===== src/rgb_pixel_point_filter_core_defines.svh =====
`ifndef RGB_PIXEL_POINT_FILTER_CORE_DEFINES_SVH
`define RGB_PIXEL_POINT_FILTER_CORE_DEFINES_SVH

// Same-cycle implication, clocked on clk, off during rst.
`define RPPF_ASSERT_NOW(label, ante, cons, msg) \
  label: assert property (@(posedge clk) disable iff (rst) (ante) |-> (cons)) \
    else $error(msg);

// Next-cycle implication, clocked on clk, off during rst.
`define RPPF_ASSERT_NEXT(label, ante, cons, msg) \
  label: assert property (@(posedge clk) disable iff (rst) (ante) |=> (cons)) \
    else $error(msg);

`endif


===== src/rppf_pkg.sv =====
`timescale 1ns / 1ps
`default_nettype none

package rppf_pkg;

  // Input pixel request
  typedef struct packed {
    logic [7:0] red_in;
    logic [7:0] green_in;
    logic [7:0] blue_in;
  } pixel_in_t;

  // Output pixel request
  typedef struct packed {
    logic [7:0] red_out;
    logic [7:0] green_out;
    logic [7:0] blue_out;
  } pixel_out_t;

  // Filter mode codes
  localparam logic [2:0] MODE_GRAY     = 3'd0;
  localparam logic [2:0] MODE_SEPIA    = 3'd1;
  localparam logic [2:0] MODE_BRIGHT   = 3'd2;
  localparam logic [2:0] MODE_CONTRAST = 3'd3;
  localparam logic [2:0] MODE_INVERT   = 3'd4;
  localparam logic [2:0] MODE_PASS     = 3'd5;

  // Configuration register indexes
  localparam logic [1:0] CFG_FILTER_MODE       = 2'd0;
  localparam logic [1:0] CFG_BRIGHTNESS_OFFSET = 2'd1;
  localparam logic [1:0] CFG_CONTRAST_GAIN     = 2'd2;

  // Reset values
  localparam logic [2:0] FILTER_MODE_RST       = MODE_GRAY;
  localparam logic [8:0] BRIGHTNESS_OFFSET_RST = 9'd50;
  localparam logic [7:0] CONTRAST_GAIN_RST     = 8'd24;

  // Luma weights, Q0.10
  localparam logic [9:0] LUMA_W [3] = '{10'd306, 10'd601, 10'd117};

  // Sepia matrix, Q0.10, one row per output channel
  localparam logic [9:0] SEPIA_W [3][3] = '{
    '{10'd402, 10'd787, 10'd194},
    '{10'd357, 10'd702, 10'd172},
    '{10'd279, 10'd547, 10'd134}
  };

  // Contrast midpoint bias: 128 scaled by 16 to match the Q4.4 gain's fraction bits
  localparam logic signed [16:0] CONTRAST_BIAS = 17'sd2048;
  localparam logic [8:0]         CONTRAST_MID  = 9'd128;

endpackage

`default_nettype wire


===== src/rgb_pixel_point_filter_core.sv =====
// Throughput: one pixel per clock unless out_stall stalls the pipeline; an
// accepted pixel passes three pipeline registers (products, sums,
// saturate/select) to out_data; each holds one pixel and advances on a per-stage ready chain.
// Reset: synchronous active-high rst empties the pipeline and loads
// filter_mode 0, brightness_offset 50 and contrast_gain 24.
`timescale 1ns / 1ps
`default_nettype none

`include "rgb_pixel_point_filter_core_defines.svh"

module rgb_pixel_point_filter_core (
  input  wire logic                  clk,
  input  wire logic                  rst,
  input  wire logic                  in_valid,
  output logic                       in_stall,
  input  wire rppf_pkg::pixel_in_t   in_data,
  output logic                       out_valid,
  input  wire logic                  out_stall,
  output rppf_pkg::pixel_out_t       out_data,
  input  wire logic                  cfg_valid,
  output logic                       cfg_ready,
  input  wire logic [1:0]            cfg_index,
  input  wire logic [8:0]            cfg_data
);
  import rppf_pkg::*;

  // Configuration registers
  logic [2:0] filter_mode;
  logic [8:0] brightness_offset;
  logic [7:0] contrast_gain;

  assign cfg_ready = 1'b1;

  always_ff @(posedge clk) begin
    if (rst) begin
      filter_mode       <= FILTER_MODE_RST;
      brightness_offset <= BRIGHTNESS_OFFSET_RST;
      contrast_gain     <= CONTRAST_GAIN_RST;
    end else if (cfg_valid && cfg_ready) begin
      case (cfg_index)
        CFG_FILTER_MODE:       filter_mode       <= cfg_data[2:0];
        CFG_BRIGHTNESS_OFFSET: brightness_offset <= cfg_data;
        CFG_CONTRAST_GAIN:     contrast_gain     <= cfg_data[7:0];
        default: ;
      endcase
    end
  end

  // Stage ready chain: a stage loads when it is empty or drains this cycle
  logic s1_valid;
  logic s2_valid;
  logic rdy1;
  logic rdy2;
  logic rdy3;

  assign rdy3     = !out_valid || !out_stall;
  assign rdy2     = !s2_valid || rdy3;
  assign rdy1     = !s1_valid || rdy2;
  assign in_stall = !rdy1;

  // Stage 1: constant-weight products, contrast product, brightness sum
  logic [7:0]         px [3];
  logic [17:0]        luma_prod [3];
  logic [17:0]        sep_prod [3][3];
  logic signed [16:0] con_prod [3];
  logic signed [9:0]  bri_sum [3];
  logic [7:0]         s1_px [3];
  logic [17:0]        s1_luma [3];
  logic [17:0]        s1_sep [3][3];
  logic signed [16:0] s1_con [3];
  logic signed [9:0]  s1_bri [3];
  logic signed [9:0]  off_ext;
  logic signed [8:0]  diff;

  assign px[0]   = in_data.red_in;
  assign px[1]   = in_data.green_in;
  assign px[2]   = in_data.blue_in;
  assign off_ext = $signed({brightness_offset[8], brightness_offset});

  always_comb begin
    diff = '0;
    for (int i = 0; i < 3; i++) begin
      luma_prod[i] = 18'(LUMA_W[i]) * 18'(px[i]);
      for (int j = 0; j < 3; j++) begin
        sep_prod[i][j] = 18'(SEPIA_W[i][j]) * 18'(px[j]);
      end
      diff        = $signed({1'b0, px[i]} - CONTRAST_MID);
      con_prod[i] = 17'(diff) * $signed({9'b0, contrast_gain});
      bri_sum[i]  = $signed({2'b00, px[i]}) + off_ext;
    end
  end

  always_ff @(posedge clk) begin
    if (rst) begin
      s1_valid <= 1'b0;
    end else if (rdy1) begin
      s1_valid <= in_valid;
    end
  end

  always_ff @(posedge clk) begin
    if (in_valid && rdy1) begin
      s1_px   <= px;
      s1_luma <= luma_prod;
      s1_sep  <= sep_prod;
      s1_con  <= con_prod;
      s1_bri  <= bri_sum;
    end
  end

  // Stage 2: weighted sums and contrast bias
  logic [7:0]         s2_px [3];
  logic [17:0]        s2_luma;
  logic [18:0]        s2_sep [3];
  logic signed [16:0] s2_con [3];
  logic signed [9:0]  s2_bri [3];

  always_ff @(posedge clk) begin
    if (rst) begin
      s2_valid <= 1'b0;
    end else if (rdy2) begin
      s2_valid <= s1_valid;
    end
  end

  always_ff @(posedge clk) begin
    if (s1_valid && rdy2) begin
      s2_px   <= s1_px;
      s2_luma <= s1_luma[0] + s1_luma[1] + s1_luma[2];
      for (int i = 0; i < 3; i++) begin
        s2_sep[i] <= 19'(s1_sep[i][0]) + 19'(s1_sep[i][1]) + 19'(s1_sep[i][2]);
        s2_con[i] <= s1_con[i] + CONTRAST_BIAS;
      end
      s2_bri <= s1_bri;
    end
  end

  // Stage 3: saturate and select by mode
  logic [7:0] res [3];

  always_comb begin
    for (int i = 0; i < 3; i++) begin
      case (filter_mode)
        MODE_GRAY: res[i] = s2_luma[17:10];
        MODE_SEPIA: res[i] = s2_sep[i][18] ? 8'hFF : s2_sep[i][17:10];
        MODE_BRIGHT: begin
          if (s2_bri[i][9])      res[i] = 8'h00;
          else if (s2_bri[i][8]) res[i] = 8'hFF;
          else                   res[i] = s2_bri[i][7:0];
        end
        MODE_CONTRAST: begin
          if (s2_con[i][16])                res[i] = 8'h00;
          else if (s2_con[i][15:12] != '0)  res[i] = 8'hFF;
          else                              res[i] = s2_con[i][11:4];
        end
        MODE_INVERT: res[i] = ~s2_px[i];
        MODE_PASS:   res[i] = s2_px[i];
        default:     res[i] = s2_px[i];
      endcase
    end
  end

  always_ff @(posedge clk) begin
    if (rst) begin
      out_valid <= 1'b0;
    end else if (rdy3) begin
      out_valid <= s2_valid;
    end
  end

  always_ff @(posedge clk) begin
    if (s2_valid && rdy3) begin
      out_data.red_out   <= res[0];
      out_data.green_out <= res[1];
      out_data.blue_out  <= res[2];
    end
  end

  // Checks on the pipeline control
  `RPPF_ASSERT_NOW(a_empty_s1_takes, !s1_valid, !in_stall, "input stalled with stage 1 empty")
  `RPPF_ASSERT_NEXT(a_s2_moves_out, s2_valid && rdy3, out_valid, "stage 2 pixel lost")
  `RPPF_ASSERT_NEXT(a_drain_out, out_valid && !out_stall && !s2_valid, !out_valid,
                    "output repeated after drain")

endmodule

`default_nettype wire

===== config.mk =====
export PLATFORM = sky130hd
export DESIGN_NAME = rgb_pixel_point_filter_core
export DESIGN_NICKNAME = d
export VERILOG_FILES = /design/src/rppf_pkg.sv /design/src/rgb_pixel_point_filter_core.sv
export VERILOG_INCLUDE_DIRS = /design/src /design/src/src
export SDC_FILE = /design/constraint.sdc
export NUM_CORES = 2
export LEC_CHECK = 0
export BUFFER_PORTS_ARGS = -buffer_cell sky130_fd_sc_hd__buf_2
export CORE_ASPECT_RATIO = 0.8
export CORE_MARGIN = 2
export CORE_UTILIZATION = 30
export CTS_BUF_LIST = sky130_fd_sc_hd__clkbuf_8
export CTS_CLUSTER_SIZE = 20
export DETAILED_ROUTE_END_ITERATION = 8
export GPL_TIMING_DRIVEN = 0
export PLACE_DENSITY_LB_ADDON = 0.05
export SKIP_CTS_REPAIR_TIMING = 1
export SYNTH_ARGS = -nofsm -noshare
export SYNTH_HDL_FRONTEND = slang
export SYNTH_SLANG_ARGS = --single-unit

===== constraint.sdc =====
create_clock -name clk -period 20.8 [get_ports clk]
set_clock_uncertainty 0.15 [all_clocks]
set_input_delay 4.16 -clock clk [delete_from_list [all_inputs] [get_ports clk]]
set_output_delay 4.16 -clock clk [all_outputs]
set_load 0.03 [all_outputs]

# [After elaboration in Yosys (flattened, before gate mapping)]
# Memories as Yosys holds them, arrays and structs flattened.
# Index checks and enable logic that the tools add are counted.
[word_totals] ff_bits=420 mem_bits_rw=108 output_inout_bits=27 elab_cells=119 mem_count=2
[mem_list] name="s2_sep" depth=3 width=19 rd=3 rd_clocked_by_memory_dff=0 wr=3 line="rgb_pixel_point_filter_core.sv:114" rtl="logic [18:0] s2_sep [3];"
[mem_list] name="s2_con" depth=3 width=17 rd=3 rd_clocked_by_memory_dff=0 wr=3 line="rgb_pixel_point_filter_core.sv:115" rtl="logic signed [16:0] s2_con [3];"
[op_classes] n_addsub=17 mul=15 n_eq_ne=6 n_mux=20 n_bitwise=3 reduce_logical=19
[ops] op="$mux W8" n=15
[ops] op="$pmux W8 S5" n=3
[ops] op="$add A17 B18 Y19" n=3
[ops] op="$add A19 B16 Y19" n=3
[ops] op="$mul A10 B8 Y18 const A" n=3
[ops] op="$add A17 B13 Y17 const B" n=3
[ops] op="$mul A9 B8 Y17 const A" n=3
[ops] op="$mul A9 B9 Y17" n=3
[ops] op="$mul A7 B8 Y15 const A" n=3
[ops] op="$mul A8 B8 Y16 const A" n=2
[ops] op="$add A9 B9 Y10" n=3
[ops] op="$sub A8 B8 Y9 const B" n=3
[ops] op="$not A8 Y8" n=3
[ops] op="$add A17 B18 Y18" n=1
[ops] op="$add A18 B15 Y18" n=1
[ops] op="$mul A6 B8 Y14 const A" n=1
[ops] op="$reduce_bool A4 Y1" n=3
[ops] op="$eq A3 B2 Y1 const B" n=2
[ops] op="$reduce_and A2 Y1" n=3
[ops] op="$logic_not A1 Y1" n=5
[ops] op="$eq A3 B1 Y1 const B" n=1
[ops] op="$eq A3 B3 Y1 const B" n=1
[ops] op="$logic_and A1 B1 Y1" n=3
[ops] op="$logic_not A3 Y1" n=1
[ops] op="other kinds (5)" n=8

# [Logic depth before layout (Yosys ltp)]
[depth] depth_word=6 depth_mapped=19 mapped_depth_nobuf=19

# [Worst setup path before layout]
# OpenSTA, ideal clock, no wires.
[synth_timing] path_type="input port to flip-flop" start="input out_stall" end="register s1_bri[0] in the netlist's numbering, enable pin" setup_ps=906 arrival_time_ps=15906 required_time_ps=19744 path_slack_ps=3838 path_stages=3 path_cell_list="and3_1 and2_1 nor2b_1"
[synth_between] elab_chain_len=5
[synth_lines] element="from (decl)" line="rgb_pixel_point_filter_core.sv:18" rtl="input wire logic out_stall,"
[synth_lines] element="$logic_not A1 Y1" line="rgb_pixel_point_filter_core.sv:56" rtl="assign rdy3 = !out_valid || !out_stall;"
[synth_lines] element="$logic_or A1 B1 Y1" line="rgb_pixel_point_filter_core.sv:56"
[synth_lines] element="$logic_or A1 B1 Y1" line="rgb_pixel_point_filter_core.sv:57" rtl="assign rdy2 = !s2_valid || rdy3;"
[synth_lines] element="$logic_or A1 B1 Y1" line="rgb_pixel_point_filter_core.sv:58" rtl="assign rdy1 = !s1_valid || rdy2;"
[synth_lines] element="$logic_and A1 B1 Y1" line="rgb_pixel_point_filter_core.sv:102" rtl="if (in_valid && rdy1) begin"
[synth_lines] element="to (signal assigned)" line="rgb_pixel_point_filter_core.sv:107" rtl="s1_bri <= bri_sum;"
[synth_lines] element="to (decl)" line="rgb_pixel_point_filter_core.sv:71" rtl="logic signed [9:0] s1_bri [3];"
# No other way between the ends.
# A chain may end at the register's enable or synchronous reset.

==> summary.md <==
| Metric | Value |
|---|---|
| Proportion of layout cells with a drive suffix above 1 | `7.10%` |
| TritonCTS buffer count | `84` |
| DRT iter0 DRCs | `1547` |
| Combinational Power Share | `50.5%` |
| NetSw | `~0.0019 W` |
| Worst-skew pair later-pin latency | `0.76 ns` |
| Dpl cells | `5020` |
| Int Power | `0.00270 W` |
| Maximum clock insertion buffer count | `3` |
| RSZ-0062 raised after global routing | `no` |
| Vias in the first global route | `between 20000 and 30000` |
| IO Pins | `67` |
| Maximum number of pins on one net before global-route repair | `34` |
| HP Class | `flip-flop to flip-flop` |
| GRT Total Usage | `between 10% and 20%` |
| Post-route clock period utilization | `45.7%` |
| Fin cells | `5178` |
| Via count | `around 24000` |
| Rows | `115` |
| Drt total wl | `117000 um` |
| Slew Limit Fails | `0` |
| Required time worst endpoint | `~21 ns` |
| Seq/Total Area, Yosys | `about a third` |
| Syn. warnings | `0` |
| Clock Power Share | `18.1%` |
| Pwr Density | `roughly 110 nW/um2` |
| Initial antenna violation count | `27` |
| #FFs+latches synth | `433` |
| # DRC | `0` |
| Largest area contributor in the netlist | `edfxtp_1` |
| Outcome | `finished, final reports clean` |
| Final setup vio count | `0` |
| Setup TNS | `0 ns` |
| Final hold vios | `0` |
| Clk Tree Root Cell | `clkbuf_8` |
| Worst setup margin | `11.29 ns` |
| Leak Pwr | `18.7 nW` |
| Die Width | `398 um` |
| Detailed placement HPWL | `93300 um` |
| TritonCTS clock tree | `yes` |
| Die area | `127000 um2` |
| Clock Sinks | `433` |
| Layout Nets | `4417` |
| CP max FO | `19` |
| Critical path arrival | `around 9.8 ns` |
| Antenna Nets Post-Route | `0` |
| Critical Setup Path Class | `primary input to flip-flop` |
| Syn Std Cell Area | `37300 um2` |
| Headroom to the max-slew limit | `between 10% and 20%` |
| IO Port Bufs | `65` |
| Area contributors post-synth | `edfxtp_1 33%, ha_1 19%, fa_1 18%` |
| First-pass GRT wire length | `roughly 170000 um` |
| Area delta synth->final | `11.5%` |
| Crit. End Element | `flip-flop` |
| Least-Margin Pin Slew | `1.33 ns` |
| Post-Syn Nets | `4252` |
| Worst VDD drop | `0.0601 mV` |
| Clock Pin Slew Worst Setup and Hold Paths | `about 0.070 ns` |
| CTS H-tree lvls | `3` |
| Fmax | `0.105 GHz` |
| Syn Inst Count | `3303` |
| Mean Syn Cell Area | `11.3 um2` |
| Max-cap violations | `0` |
| RePlAce Congestion | `0.826` |
| Netlist cell types | `78` |
| Routed vias/inst | `4.69` |
| Sequential cell fraction of total power | `a little under a third` |
| Die height | `319 um` |
| Final Critical Period | `9.51 ns` |
| Starting Density | `30.3%` |
| Post-synth EDFFs | `410` |
| FFs w/ async S/R, synth | `0%` |
| Place WS | `10.47 ns` |
| Drt pass-1 iters | `5` |
| Sw frac | `approximately two fifths` |
| Congestion Overflow GR | `0` |
| Main synth FF type | `edfxtp_1` |
| Drt wl/cell | `22.5 um` |
| Core footprint | `123000 um2` |
| Yosys top cell area share | `about 33%` |
| CP Launch Type | `primary input` |
-- synth_stat cells, drive strengths merged (6+ instances only) --
library cell	count
ha	574
inv	567
edfxtp	410
fa	335
nor2	181
nand2	163
xnor2	159
a21oi	150
o21ai	109
and2	106
xor2	60
a21o	40
clkbuf	38
a31oi	33
nand3	31
nor3	31
o21a	30
nor2b	28
o21bai	27
o221a	24
dfxtp	23
nand2b	20
and3	11
or2	11
a31o	9
mux2i	9
a211oi	8
buf	8
o31a	8
or3	8
nand3b	7
nand4	7
a211o	6
a21boi	6
-- final timing paths --
kind                                       start         end  slack (ns)  depth (start not counted)
worst max-delay path                  in_data[7]  s1_con[16]       11.29                         17
worst min-delay path                  s1_bri[14]  s2_bri[14]        0.25                          0
worst max register to register  contrast_gain[0]  s1_con[16]       14.83                         18
worst min register to register        s1_bri[14]  s2_bri[14]        0.25                          0
-- cell families (layout without fill, tap and decap cells) --
| group | Yosys count | count (layout) | share of synthesized area (%) |
|---|---|---|---|
| and+or+nand+nor | 620 | 620 | 7.97 |
| muxes | 9 | 9 | 0.242 |
| adders and majority gates | 909 | 909 | 37.2 |
| other | 1 | 7 | 0.0101 |
| xor gates and xnor gates | 219 | 219 | 5.14 |
| DFF | 433 | 433 | 34.2 |
| AOI/OAI and AO/OA | 498 | 498 | 8.95 |
| buffers and inverters | 614 | 845 | 6.20 |
-- cell type report --
type / instances / area [um2]
well taps: 1638 / 2050
flip-flops and latches: 433 / 12800
multi-input cells: 2256 / 22200
clock inverters: 66 / 390
clock buffers: 86 / 1180
repair buffers: 79 / 621
inverters: 568 / 2130
fillers: 12500 / 81600
plain buffers: 46 / 179
diodes: 6 / 15.0
-- stage by stage --
stage	area, um2	power, W	hold WS (ns)	util, %
3_5_place_dp	40000	0.00380	0.255	32.5
6_report	41600	0.00460	0.254	33.8
5_1_grt	41600	0.00502	0.271	33.7
2_1_floorplan	37300	0.00305	0.250	-
3_3_place_gp	39700	0.00380	0.251	32.2
4_1_cts	41600	0.00468	0.257	33.7
-- layout by cell type, fill, tap and decap left out, drive strengths merged, types with 6 or more instances in the layout --
master	n
a211o	6
a211oi	8
a21boi	6
a21o	40
a21oi	150
a31o	9
a31oi	33
and2	106
and3	11
buf	87
clkbuf	124
clkinv	31
dfxtp	23
diode	6
edfxtp	410
fa	335
ha	574
inv	598
mux2i	9
nand2	163
nand2b	20
nand3	31
nand3b	7
nand4	7
nor2	181
nor2b	28
nor3	31
o21a	30
o21ai	109
o21bai	27
o221a	24
o31a	8
or2	11
or3	8
xnor2	159
xor2	60
-- metal layers --
metal | vias to the layer above | part of all wire (%) | routed length, um | GRT usage (%)
met2 | 481 | 40 | 47000 | 26.2
met3 | 132 | 3.9 | 4570 | 2.42
met4 | 0 | 2.1 | 2400 | 4.19
met1 | 12100 | 54 | 62700 | 30.0
met5 | - | 0 | 0 | 0
li1 | 11600 | - | - | -
-- critical path, stage by stage --
cell and delay [ns]:
buf_2 0.68, inv_1 0.68, nand2_1 0.31, inv_1 0.11, fa_1 0.67, fa_1 0.46
fa_1 0.49, inv_1 0.05, fa_1 0.54, inv_1 0.05, ha_1 0.32, or2_2 0.31
a21oi_1 0.14, a21oi_1 0.09, a211o_1 0.33, o31a_1 0.25, xnor2_1 0.14
-- flip-flops by register name, summed over array words and instances (netlist names), 8 cells and up --
register	cells
s2_luma	8
s1_con	39
out_data	24
s2_bri	30
s1_px	24
s2_con	39
s2_sep	27
s1_sep	125
s1_luma	40
contrast_gain	8
brightness_offset	9
s1_bri	30
s2_px	24
-- power by group through the flow --
stage               clock [W]  sequential, W  combinational, W
finish               0.000833        0.00144           0.00232
CTS                  0.000868        0.00145           0.00236
floorplan                   0        0.00142           0.00163
global route         0.000902        0.00147           0.00264
detailed placement          0        0.00147           0.00233
global placement            0        0.00149           0.00231
No activity file was read; power rests on OpenSTA's default activity.
